File: src/hw/rtl/subsecond_format_expander_macros.svh
// Assertion macros for the sub-second format expander.
`ifndef SUBSECOND_FORMAT_EXPANDER_MACROS_SVH
`define SUBSECOND_FORMAT_EXPANDER_MACROS_SVH
`ifndef SYNTH
`define SFE_ASSERT_IMPL(lbl, clk, rst_n, pre, post) \
  lbl: assert property (@(posedge clk) disable iff (!rst_n) (pre) |-> (post)) \
    else $error("%m: check failed");
`define SFE_ASSERT_NEXT(lbl, clk, rst_n, pre, post) \
  lbl: assert property (@(posedge clk) disable iff (!rst_n) (pre) |=> (post)) \
    else $error("%m: check failed");
`else
`define SFE_ASSERT_IMPL(lbl, clk, rst_n, pre, post)
`define SFE_ASSERT_NEXT(lbl, clk, rst_n, pre, post)
`endif
`endif

File: src/hw/rtl/sfe_pkg.sv
// Shared types and constants of the sub-second format expander.
`default_nettype none
package sfe_pkg;

  localparam int CHAR_W  = 8;
  localparam int MILLI_W = 10;
  localparam int MICRO_W = 20;
  localparam int NANO_W  = 30;
  localparam int FRAC_W  = NANO_W;
  localparam int DIGIT_W = 4;
  localparam int CNT_W   = 4;

  localparam logic [CHAR_W-1:0] CHAR_PCT  = 8'h25;  // '%'
  localparam logic [CHAR_W-1:0] CHAR_L    = 8'h4C;  // 'L'
  localparam logic [CHAR_W-1:0] CHAR_F    = 8'h66;  // 'f'
  localparam logic [CHAR_W-1:0] CHAR_N    = 8'h4E;  // 'N'
  localparam logic [CHAR_W-1:0] CHAR_ZERO = 8'h30;  // '0'

  localparam logic [MILLI_W-1:0] MILLI_MAX = 10'd999;
  localparam logic [MICRO_W-1:0] MICRO_MAX = 20'd999999;
  localparam logic [NANO_W-1:0]  NANO_MAX  = 30'd999999999;

  // last digit index for each width
  localparam logic [CNT_W-1:0] MILLI_LAST = 4'd2;
  localparam logic [CNT_W-1:0] MICRO_LAST = 4'd5;
  localparam logic [CNT_W-1:0] NANO_LAST  = 4'd8;
  localparam int               NUM_DIGITS = 9;

  // floor(v / 10) == (v * RECIP10) >> RECIP_SHIFT for any 32-bit v
  localparam logic [31:0] RECIP10     = 32'hCCCC_CCCD;
  localparam int          RECIP_SHIFT = 35;
  localparam int          PROD_W      = FRAC_W + 32;
  localparam int          QUOT_W      = PROD_W - RECIP_SHIFT;

  typedef struct packed {
    logic [CHAR_W-1:0]  style_char;
    logic               string_end;
    logic [MILLI_W-1:0] milli_part;
    logic [MICRO_W-1:0] micro_part;
    logic [NANO_W-1:0]  nano_part;
  } in_item_t;

  typedef struct packed {
    logic [CHAR_W-1:0] out_char;
    logic              run_last;
  } out_item_t;

  typedef struct packed {
    logic load;
    logic conv_step;
    logic emit_pct;
    logic emit_char;
    logic emit_dig;
  } ctrl_cmd_t;

  typedef struct packed {
    logic is_spec;    // incoming byte is L, f or N
    logic pct_hold;   // incoming byte is a percent that is not final
    logic cnt_zero;
    logic dig_last;
    logic out_free;
  } dp_status_t;

endpackage
`default_nettype wire

File: src/hw/rtl/sfe_ctrl.sv
// Controller: sequences accept, conversion and emission of each item.
`default_nettype none
module sfe_ctrl (
  input  wire logic                clk_i,
  input  wire logic                rst_ni,
  input  wire logic                in_valid_i,
  output logic                     in_stall_o,
  input  wire sfe_pkg::dp_status_t status_i,
  output sfe_pkg::ctrl_cmd_t       cmd_o
);
  import sfe_pkg::*;

  typedef enum logic [4:0] {
    S_IDLE = 5'b00001,
    S_CONV = 5'b00010,
    S_PCT  = 5'b00100,
    S_CHAR = 5'b01000,
    S_DIG  = 5'b10000
  } state_e;

  state_e state_q, state_d;
  logic   pending_q, pending_d;

  always_comb begin
    state_d   = state_q;
    pending_d = pending_q;
    cmd_o     = '0;
    case (state_q)
      S_IDLE: begin
        if (in_valid_i) begin
          cmd_o.load = 1'b1;
          if (pending_q) begin
            pending_d = 1'b0;
            state_d   = status_i.is_spec ? S_CONV : S_PCT;
          end else if (status_i.pct_hold) begin
            pending_d = 1'b1;
          end else begin
            state_d = S_CHAR;
          end
        end
      end
      S_CONV: begin
        cmd_o.conv_step = 1'b1;
        if (status_i.cnt_zero) begin
          state_d = S_DIG;
        end
      end
      S_PCT: begin
        if (status_i.out_free) begin
          cmd_o.emit_pct = 1'b1;
          state_d        = S_CHAR;
        end
      end
      S_CHAR: begin
        if (status_i.out_free) begin
          cmd_o.emit_char = 1'b1;
          state_d         = S_IDLE;
        end
      end
      S_DIG: begin
        if (status_i.out_free) begin
          cmd_o.emit_dig = 1'b1;
          if (status_i.dig_last) begin
            state_d = S_IDLE;
          end
        end
      end
      default: begin
        state_d = S_IDLE;
      end
    endcase
  end

  assign in_stall_o = (state_q != S_IDLE);

  always_ff @(posedge clk_i or negedge rst_ni) begin
    if (!rst_ni) begin
      state_q   <= S_IDLE;
      pending_q <= 1'b0;
    end else begin
      state_q   <= state_d;
      pending_q <= pending_d;
    end
  end

endmodule
`default_nettype wire

File: config.mk
export PLATFORM = sky130hd
export DESIGN_NAME = sfe_ctrl
export DESIGN_NICKNAME = d
export VERILOG_FILES = /design/src/hw/rtl/subsecond_format_expander_macros.svh /design/src/hw/rtl/sfe_pkg.sv /design/src/hw/rtl/sfe_ctrl.sv
export SDC_FILE = /design/constraint.sdc
export NUM_CORES = 1
export LEC_CHECK = 0
export BUFFER_PORTS_ARGS = -buffer_cell sky130_fd_sc_hd__buf_2
export CELL_PAD_IN_SITES_DETAIL_PLACEMENT = 1
export CELL_PAD_IN_SITES_GLOBAL_PLACEMENT = 2
export CORE_UTILIZATION = 26
export CTS_CLUSTER_DIAMETER = 40
export DETAILED_ROUTE_END_ITERATION = 8
export PLACE_DENSITY = 0.72
export SLEW_MARGIN = 20
export SYNTH_ARGS = -nofsm -noshare
export SYNTH_HDL_FRONTEND = slang
export SYNTH_SLANG_ARGS = --single-unit
File: constraint.sdc
create_clock -name clk_i -period 2.15 [get_ports clk_i]
set_clock_uncertainty 0.15 [all_clocks]
set_input_delay 0.5375 -clock clk_i [delete_from_list [all_inputs] [get_ports clk_i]]
set_output_delay 0.5375 -clock clk_i [all_outputs]
set_load 0.01 [all_outputs]
Word level (Yosys, flattened, before mapping). Cells that the tools add are included.

Eq/ne operators: 13. Mux-type cells: 19. Reduce and logical (&&, ||, !) cells: 2.

Operators by type and width (number): $mux W5 (8); $pmux W5 S5 (1); $ne A2 B2 Y1 const B (6); $mux W1 (9); $reduce_and A7 Y1 (1); $eq A5 B1 Y1 const B (1); $eq A5 B2 Y1 const B (1); $eq A5 B3 Y1 const B (1); $eq A5 B4 Y1 const B (1); $eq A5 B5 Y1 const B (1); $ne A5 B1 Y1 const B (1); $mux W3 (1); $ne A3 B3 Y1 const B (1); $reduce_and A2 Y1 (1).

Bits of input ports: 8. Logic and storage cells: 36. Register bits after elaboration: 6.

Longest topological paths before layout. Gate-level depths: netlist (run 1).

Depth after elaboration: 4. Mapped depth: 5. Depth with buffers taken out: 5.

Worst setup path after synthesis (run 1). Ideal clock, no wire load.

Kind: reg2out. Start: register state_q[4]. End: output port cmd_o[4] (netlist name). Path buffers: 0. Data arrival time: 1132 ps. Required time: 1462 ps. Cell stages (with the launch flop): 4. Slack: 331 ps. Cells stage by stage: dfrtp_1 -> or3_4 -> nor2_4 -> and2_2.

RTL lines: start, declared (line sfe_ctrl.sv:21) `state_e state_q, state_d;`; start signal, assigned (line sfe_ctrl.sv:81) `state_q <= state_d;`; end, declared (line sfe_ctrl.sv:9) `output sfe_pkg::ctrl_cmd_t cmd_o`.

==> impl_metrics.json, run 1 <==
{
  "wirelength_um": 1050,
  "fin_nets": 79,
  "wl_per_cell_um": 12.2,
  "min_period_ns": 2.13,
  "rows": 14,
  "fmax_ghz": 0.470,
  "dp.cells": 75,
  "synthTopCellsByArea": "dfrtp_1 (30%), and3_2 (7.1%), nor2_1 (7.1%)",
  "synth_top_cell_by_area": "dfrtp_1",
  "die_w_um": 42.3,
  "postPlaceCellArea_um2": 508,
  "synth_top_area_share_pct": 29.6,
  "die-area_um2": 1790,
  "cp_max_fo": 3,
  "path_clk_slew_ns": 0.05,
  "ys_warn_count": 0,
  "regArea_um2": 151,
  "tightest_slew_ns": 0.357,
  "max_cap_violations": 0,
  "multi_input_area_um2": 267,
  "fillCellCount": 192,
  "dp_slack_ns": 0.184,
  "status": "completed",
  "syn_inst": 46,
  "drt_iter0_drc": 1,
  "ant_nets": 0,
  "grt.overflow.total": 0,
  "max-slew-margin-rel_pct": 76.0,
  "power-per-cell-area_nw_per_um2": 1210,
  "drive_gt1_share_pct": 55.7,
  "port_buffers": 13,
  "initial_core_util_pct": 28.1,
  "grt_pass1_vias": 410,
  "postLayoutCellArea_um2": 606,
  "core_um2": 1510,
  "hpwl_um": 798,
  "dr.pass1.iters": 3,
  "fin_ws_ns": 0.0220,
  "num_vias": 427,
  "drc_errors": 0,
  "setup_violations": 0,
  "htreeDepth": 1,
  "worstSetupStartpointType": "flop",
  "die_h_um": 42.3,
  "gp_congestion": 0.721,
  "arrival_ns": 1.44,
  "yosysUniqueCellTypes": 26,
  "yosysSeqAreaShare_pct": 35.8,
  "ir_drop_v": 0.000516,
  "n_antenna_cell": 0,
  "fin_crit_sh_pct": 99.0,
  "grt_max_degree": 7,
  "critPathMaxStageDelay_ns": 0.42,
  "crit_chain": "or3_4 > nor2_4 > and2_4 > buf_6",
  "syn-num-nets": 54,
  "cts_num_sinks": 6,
  "crit_family": "simple AND/OR/NAND/NOR gates",
  "clock_latency_ns": 0.25,
  "rsz0062_at_grt": "true",
  "cts_tree": "built",
  "most-common-layout-cells": "buf_2 (12), nor2_1 (7), buf_4 (6)",
  "crit_buf_inv": 1,
  "numCtsBuffers": 3,
  "via_per_inst": 4.97,
  "grt_pass1_wl_um": 1780,
  "stdcell_count": 86,
  "ys_ff_latch": 6,
  "cpMaxStageDelayCell": "or3_4",
  "syn2layout_area_growth_pct": 43.2,
  "required_ns": 1.46,
  "synth_area_per_cell_um2": 9.19,
  "cts_root_buf": "clkbuf_4",
  "power_leakage_uw": 0.000322,
  "critical_path_class": "reg -> out",
  "final_common_cell": "buf_2",
  "finalHoldViolCount": 0,
  "hp-class": "in -> reg",
  "slew_violations": 0,
  "netlist_area_um2": 423,
  "fin_util_pct": 40.2,
  "clockBufferDepth": 2,
  "antenna_found_initial": 0,
  "io_pins": 14,
  "critPathCaptureType": "output pin",
  "grt_use_total_pct": 13.7
}
power breakdown:
| group | switching [uW] | leakage, uW | internal [uW] | total, uW |
|---|---|---|---|---|
| Sequential | 33.2 | 0.0000775 | 156 | 189 |
| Combinational | 211 | 0.000230 | 219 | 430 |
| Clock | 44.2 | 0.0000150 | 70.5 | 115 |
registers in the layout (all words and copies together) (netlist names):
register,cells
pending_q,1
state_q,5
timing repair:
action                                 in CTS  in global routing
pin swaps                                   2                  3
endpoints found under the hold margin       5                  0
setup endpoints to repair                   1                  3
buffers inserted                            5                  1
gates resized for setup                     2                  2
hold buffers                                1                  0
cloned                                      0                  0
cells in the mapped netlist (all sizes together):
library cell and n:
o31ai 1, o2bb2ai 1, nor3 2, nand2b 1
dfrtp 5, or2b 2, mux2i 1, a21o 2
and4b 1, dfstp 1, and2 1, and3 4
a211oi 1, inv 4, or3 1, a41o 1
a31o 2, nand2 1, nand3 2, nor4 1
nor2 9, o21ai 2
kinds of logic after synthesis:
kind of cell           after synthesis  share of synthesized area (%)
AO/OA/AOI/OAI                       10                           19.5
buffers and inverters                4                           3.55
flip-flops                           6                           35.8
multiplexers                         1                           2.37
AND/OR/NAND/NOR                     25                           38.8
final timing paths:
path | start | to | slack (ns) | depth (start not counted)
worst max register to register | state_q[4] | state_q[3] | 0.44 | 5
worst min-delay path | status_i[2] | state_q[4] | 0.38 | 2
worst max-delay path | state_q[4] | cmd_o[4] | 0.02 | 4
worst min register to register | pending_q | state_q[1] | 0.46 | 1
min in group asynchronous | rst_ni | pending_q | 0.49 | 2
max in group asynchronous | rst_ni | state_q[0] | 1.13 | 2
metal layers:
| layer | global-route usage, % | routed length [um] |
|---|---|---|
| met1 | 17.7 | 516 |
| met5 | 0 | 0 |
| met2 | 20.3 | 477 |
| met4 | 9.38 | 11 |
| met3 | 2.59 | 44 |
worst reg2reg max path: cells and delay by family (launching register included):
family                 cells  cell delay (ns)
AO/OA/AOI/OAI              1             0.21
buffers and inverters      1             0.16
AND/OR/NAND/NOR            3             0.71
flip-flops                 1             0.37
stage by stage:
stage	setup TNS, ns	power [uW]	hold WS [ns]
floorplan	0	440	0.0919
global placement	0	529	0.226
detailed placement	0	526	0.225
CTS	0	720	0.370
global route	-0.0641	797	0.380
finish	0	733	0.377
layout make-up:
cell class | instances | share of cell area, %
multi-input cells | 36 | 44.0
flip-flops and latches | 6 | 25.0
repair buffers | 20 | 20.9
clock buffers | 4 | 4.34
well taps | 16 | 3.31
inverters | 4 | 2.48
No activity file was read; power rests on OpenSTA's default activity.
==> run 2, diff against run 1 <==
ABC_AREA = 1   (was default)
CORE_UTILIZATION = 24   (was 26)
==> run 2 against run 1 <==
Compared with the run above: first-iteration DRC count up 100%; flip-flop and latch count did not move; synthesized cell count up 33%; register-to-register slack better by 0.30 ns; non-clock buffer count down 6; area after synthesis is 1.2% higher; sequential share of layout area up 2.2 points; final area shrank 8.1%; routed wire length shrank 5.1%; count of clock-buffer cells in the layout unchanged.
==> impl_metrics.json, run 2 <==
{
  "netlist_area_um2": 428,
  "syn_inst": 61,
  "clock_latency_ns": 0.24,
  "grt_use_total_pct": 13.6,
  "slew_violations": 0,
  "synth_edf_count": 0,
  "crit_path_start": "state_q[0]",
  "cts_root_buf": "clkbuf_4",
  "initial_core_util_pct": 27.1,
  "arrival_ns": 1.31,
  "grt_use_met3_pct": 3.67,
  "die-area_um2": 1960,
  "post_cts_buffers": 0,
  "r2r_slack_ns": 0.74,
  "worstRegToRegCells": 6,
  "timing.rr.start": "state_q[1]",
  "most-common-layout-cells": "buf_2 (13), nand2_1 (12), nand3_1 (8)",
  "grt_pass1_wl_um": 1970,
  "comb_power_share_pct": 53.6,
  "grt_pass1_vias": 472,
  "core_um2": 1580,
  "hpwl_um": 863,
  "synth.top_cells.by_count": "nand2_1 (12), nand3_1 (8), nor2_1 (8)",
  "wirelength_um": 996,
  "regMostFlops": "state_q",
  "drt_iter0_drc": 2,
  "drive_gt1_share_pct": 40.5,
  "path_clk_slew_ns": 0.06,
  "ys_warn_count": 0,
  "finalHoldViolCount": 0,
  "io_pins": 14,
  "r2r-end": "state_q[1]",
  "gp_congestion": 0.680,
  "n_antenna_cell": 0,
  "rows": 14,
  "fin_nets": 88,
  "max-slew-margin-rel_pct": 87.4,
  "required_ns": 1.46,
  "worstSetupStartpointType": "flop",
  "port_buffers": 13,
  "hp-start": "status_i[3]",
  "clockPowerShare_pct": 17.4,
  "grt_max_degree": 7,
  "pwr-share-seq_pct": 29.1,
  "setup_violations": 0,
  "htreeDepth": 1,
  "syn2layout_area_growth_pct": 30.1,
  "num_vias": 439,
  "crit_end": "cmd_o[4]",
  "fmax_ghz": 0.501,
  "tightest_slew_ns": 0.188,
  "synth_top_area_share_pct": 29.2,
  "yosysMostFrequentCell": "nand2_1",
  "max_cap_violations": 0,
  "hp-class": "in -> reg",
  "cts_num_sinks": 6,
  "busiest_layer": "met2",
  "critPathCaptureType": "output pin",
  "synthTopCellsByArea": "dfrtp_1 (29%), nand2_1 (11%), nand3_1 (9.4%)",
  "numCtsBuffers": 3,
  "synth_area_per_cell_um2": 7.01,
  "ant_nets": 0,
  "synth_top_cell_by_area": "dfrtp_1",
  "power-per-cell-area_nw_per_um2": 1190,
  "switching_share_pct": 46.4,
  "switchingPower_uw": 308,
  "antenna_found_initial": 0,
  "synthArstFlopShare_pct": 100,
  "cts_tree": "built",
  "die_w_um": 44.2,
  "ir_drop_v": 0.000443,
  "final_common_cell": "buf_2",
  "yosysUniqueCellTypes": 16,
  "power_leakage_uw": 0.000315,
  "synth_ff_type": "dfrtp_1",
  "grt.overflow.total": 0,
  "globalRouteMet1Util_pct": 17.2,
  "fin_crit_sh_pct": 92.8,
  "ys_ff_latch": 6,
  "die_h_um": 44.2,
  "timing.hold.ws_ns": 0.405,
  "critical_path_class": "reg -> out",
  "syn-num-nets": 69,
  "cpMaxStageDelayCell": "dfstp_2",
  "wl_per_cell_um": 10.5,
  "largest_register_ff_count": 5,
  "min_period_ns": 1.99,
  "yosysSeqAreaShare_pct": 35.4,
  "via_per_inst": 4.62,
  "clockBufferDepth": 2,
  "cp_max_fo": 6,
  "status": "completed",
  "reg_top3": "state_q x5, pending_q x1",
  "drc_errors": 0,
  "intPower_uw": 355,
  "grtUsageMet2_pct": 23.5,
  "rsz0062_at_grt": "false",
  "critPathMaxStageDelay_ns": 0.54,
  "crit_chain": "inv_1 > nor2_2 > nand2_2 > nor2_4 > buf_2",
  "fin_setup_tns_ns": 0,
  "dr.pass1.iters": 3
}
-- run 2: cell type report --
class                           instances  area, um^2
Inverter                               11        41.3
Sequential cell                         6         151
Tap cell                               16        20.0
Multi-Input combinational cell         44         243
Clock buffer                            4        26.3
Timing Repair Buffer                   14        75.1
Fill cell                             214        1020
-- run 2: repair_timing --
| item | in CTS | in global routing |
|---|---|---|
| hold endpoints to repair | 5 | 0 |
| hold buffers | 1 | 0 |
| resized for setup | 0 | 2 |
| endpoints found under the setup margin | 0 | 1 |
-- run 2: kinds of logic (layout without fill, tap and decap cells) --
logic type / count (synthesis) / in the layout / synth area share [%]
simple gates: 41 / 41 / 50.6
compound gates: 3 / 3 / 4.39
buf+inv: 11 / 29 / 9.65
flops: 6 / 6 / 35.4
-- run 2: metrics by stage --
| stage | setup WS, ns | power, uW | cell area [um^2] | cells | utilization (%) |
|---|---|---|---|---|---|
| floorplan | 0.486 | 451 | 428 | 61 | - |
| global placement | 0.364 | 543 | 513 | 90 | 32.5 |
| detailed placement | 0.355 | 544 | 513 | 90 | 32.5 |
| CTS | 0.0921 | 665 | 549 | 95 | 34.8 |
| global route | 0.0614 | 739 | 557 | 95 | 35.3 |
| finish | 0.156 | 663 | 557 | 95 | 35.3 |
-- run 2: power groups by stage --
stage | clock network (uW) | logic (uW) | registers (uW)
2_1_floorplan | 0 | 264 | 187
3_3_place_gp | 0 | 350 | 192
3_5_place_dp | 0 | 350 | 193
4_1_cts | 119 | 354 | 192
5_1_grt | 127 | 415 | 197
6_report | 115 | 355 | 193
-- run 2: routing by layer --
layer | part of all wire (%) | up-vias
met4 | 0 | 0
met3 | 3.7 | 0
met5 | 0 | -
met2 | 48 | 8
met1 | 48 | 203
li1 | - | 228
-- run 2: worst max-delay path, delay by kind of cell (launching register included) --
family        cells  cell delay (ns)
buf+inv           2             0.18
simple gates      3             0.35
flops             1             0.54
-- run 2: worst min-delay path by stage --
stage / end / slack [ns] / depth (start not counted)
after floorplan: pending_q / 0.09 / 0
after global placement: state_q[1] / 0.23 / 1
after detailed placement: state_q[1] / 0.23 / 1
after CTS: pending_q / 0.41 / 3
after global routing: pending_q / 0.42 / 3
final: pending_q / 0.41 / 3
==> run 3, diff against run 2 <==
CELL_PAD_IN_SITES_GLOBAL_PLACEMENT = 1   (was 2)
CORE_UTILIZATION = 32   (was 24)
PLACE_DENSITY = 0.74   (was 0.72)
==> run 3 against run 2 <==
Compared with the run above: power is 3.0% higher; setup slack worse by 0.079 ns; final area is 0.45% lower; global-route usage is 4.7 points higher; flip-flop and latch count stayed put; hold slack better by 0.016 ns; routed wire length is 6.1% higher; sequential power hardly changed; utilization is 12 points higher.
==> impl_metrics.json, run 3 (synthesis gave the netlist of run 2 again) <==
{
  "intPower_uw": 365,
  "antenna_found_initial": 0,
  "setup_violations": 0,
  "initial_core_util_pct": 36.5,
  "power-per-cell-area_nw_per_um2": 1230,
  "core_um2": 1170,
  "ir_drop_v": 0.000492,
  "final_common_cell": "buf_2",
  "dp.cells": 88,
  "most-common-layout-cells": "buf_2 (13), nand2_1 (12), nor2_1 (8), nand3_1 (8), inv_1 (7)",
  "fin_setup_tns_ns": 0,
  "cts_root_buf": "clkbuf_4",
  "finalHoldViolCount": 0,
  "switching_share_pct": 46.5,
  "comb_power_share_pct": 55.3,
  "regArea_um2": 151,
  "rsz0062_at_grt": "false",
  "clockPowerShare_pct": 16.4,
  "syn2layout_area_growth_pct": 29.5,
  "arrival_ns": 1.39,
  "clock_latency_ns": 0.24,
  "fin_nets": 89,
  "drive_gt1_share_pct": 40.0,
  "drt_iter0_drc": 6,
  "hp-class": "in -> reg",
  "cts_tree": "built",
  "via_per_inst": 4.77,
  "max_cap_violations": 0,
  "cp_max_fo": 6,
  "fmax_ghz": 0.482,
  "ant_nets": 0,
  "grt_pass1_wl_um": 1760,
  "cts_num_sinks": 6,
  "die_h_um": 38.6,
  "die-area_um2": 1490,
  "drc_errors": 0,
  "fin_ws_ns": 0.0767,
  "fin_crit_sh_pct": 96.4,
  "grt.overflow.total": 0,
  "die_w_um": 38.6,
  "hpwl_um": 876,
  "r2r_slack_ns": 0.64,
  "max-slew-margin-rel_pct": 88.1,
  "switchingPower_uw": 317,
  "slew_violations": 0,
  "stdcell_count": 94,
  "largest_register_ff_count": 5,
  "critPathCaptureType": "output pin",
  "grt_pass1_vias": 421,
  "required_ns": 1.46,
  "regMostFlops": "state_q",
  "dp_slack_ns": 0.335,
  "fillCellCount": 170,
  "status": "completed",
  "dr.pass1.iters": 4,
  "tightest_slew_ns": 0.178,
  "wl_per_cell_um": 11.2,
  "n_antenna_cell": 0,
  "worstSetupStartpointType": "flop",
  "num_vias": 448,
  "gp_congestion": 0.737,
  "clockBufferDepth": 2,
  "pwr-share-seq_pct": 28.2,
  "min_period_ns": 2.07,
  "io_pins": 14,
  "reg_top3": "state_q x5, pending_q x1",
  "wirelength_um": 1060,
  "grt_max_degree": 7,
  "multi_input_area_um2": 235,
  "rows": 12,
  "critical_path_class": "reg -> out",
  "port_buffers": 13,
  "numCtsBuffers": 3,
  "power_leakage_uw": 0.000317,
  "grt_use_total_pct": 18.3,
  "htreeDepth": 1,
  "path_clk_slew_ns": 0.04
}
## run 3: worst max-delay path: stages (launching register included)
cell     delay, ns
dfstp_2       0.54
inv_1         0.04
nor2_1        0.15
nand2_2       0.15
nor2_4        0.12
buf_2         0.14
## run 3: per-stage QoR
step	hold WS [ns]	power [uW]	instance area, um^2	util, %
6_report	0.422	682	554	47.3
5_1_grt	0.427	747	554	47.3
4_1_cts	0.415	672	547	46.7
3_5_place_dp	0.217	552	510	43.6
3_3_place_gp	0.217	534	510	43.6
2_1_floorplan	0.0919	451	428	-
## run 3: repair_timing
item / in CTS / in global routing
setup buffers: 0 / 1
resized for setup: 0 / 0
endpoints found under the hold margin: 5 / 0
hold buffers: 1 / 0
endpoints found under the setup margin: 0 / 1
## run 3: final timing paths
check | startpoint | end | cells after the start
setup / recovery | state_q[0] | cmd_o[4] | 5
hold / removal | status_i[3] | pending_q | 3
setup reg to reg | state_q[0] | state_q[1] | 7
hold reg to reg | state_q[4] | state_q[0] | 3
max in group asynchronous | rst_ni | state_q[0] | 2
min in group asynchronous | rst_ni | state_q[3] | 2
## run 3: layout make-up
type | count | share of cell area, %
multi-input cells | 44 | 42.4
clock buffers | 4 | 4.74
flip-flops and latches | 6 | 27.3
inverters | 11 | 7.45
well taps | 14 | 3.16
repair buffers | 15 | 14.9
## run 3: power by group through the flow
stage               Sequential [uW]  Clock (uW)  Combinational [uW]
CTS                             193         120                 360
detailed placement              194           0                 359
global route                    196         128                 424
global placement                192           0                 342
floorplan                       187           0                 264
finish                          193         112                 378
## run 3: per-layer routing
| metal | vias to the layer above | wire (um) | global-route usage, % |
|---|---|---|---|
| met2 | 13 | 521 | 29.6 |
| met4 | 0 | 17 | 10.3 |
| met5 | - | 0 | 0 |
| li1 | 228 | - | - |
| met3 | 2 | 44 | 5.20 |
| met1 | 205 | 473 | 21.2 |
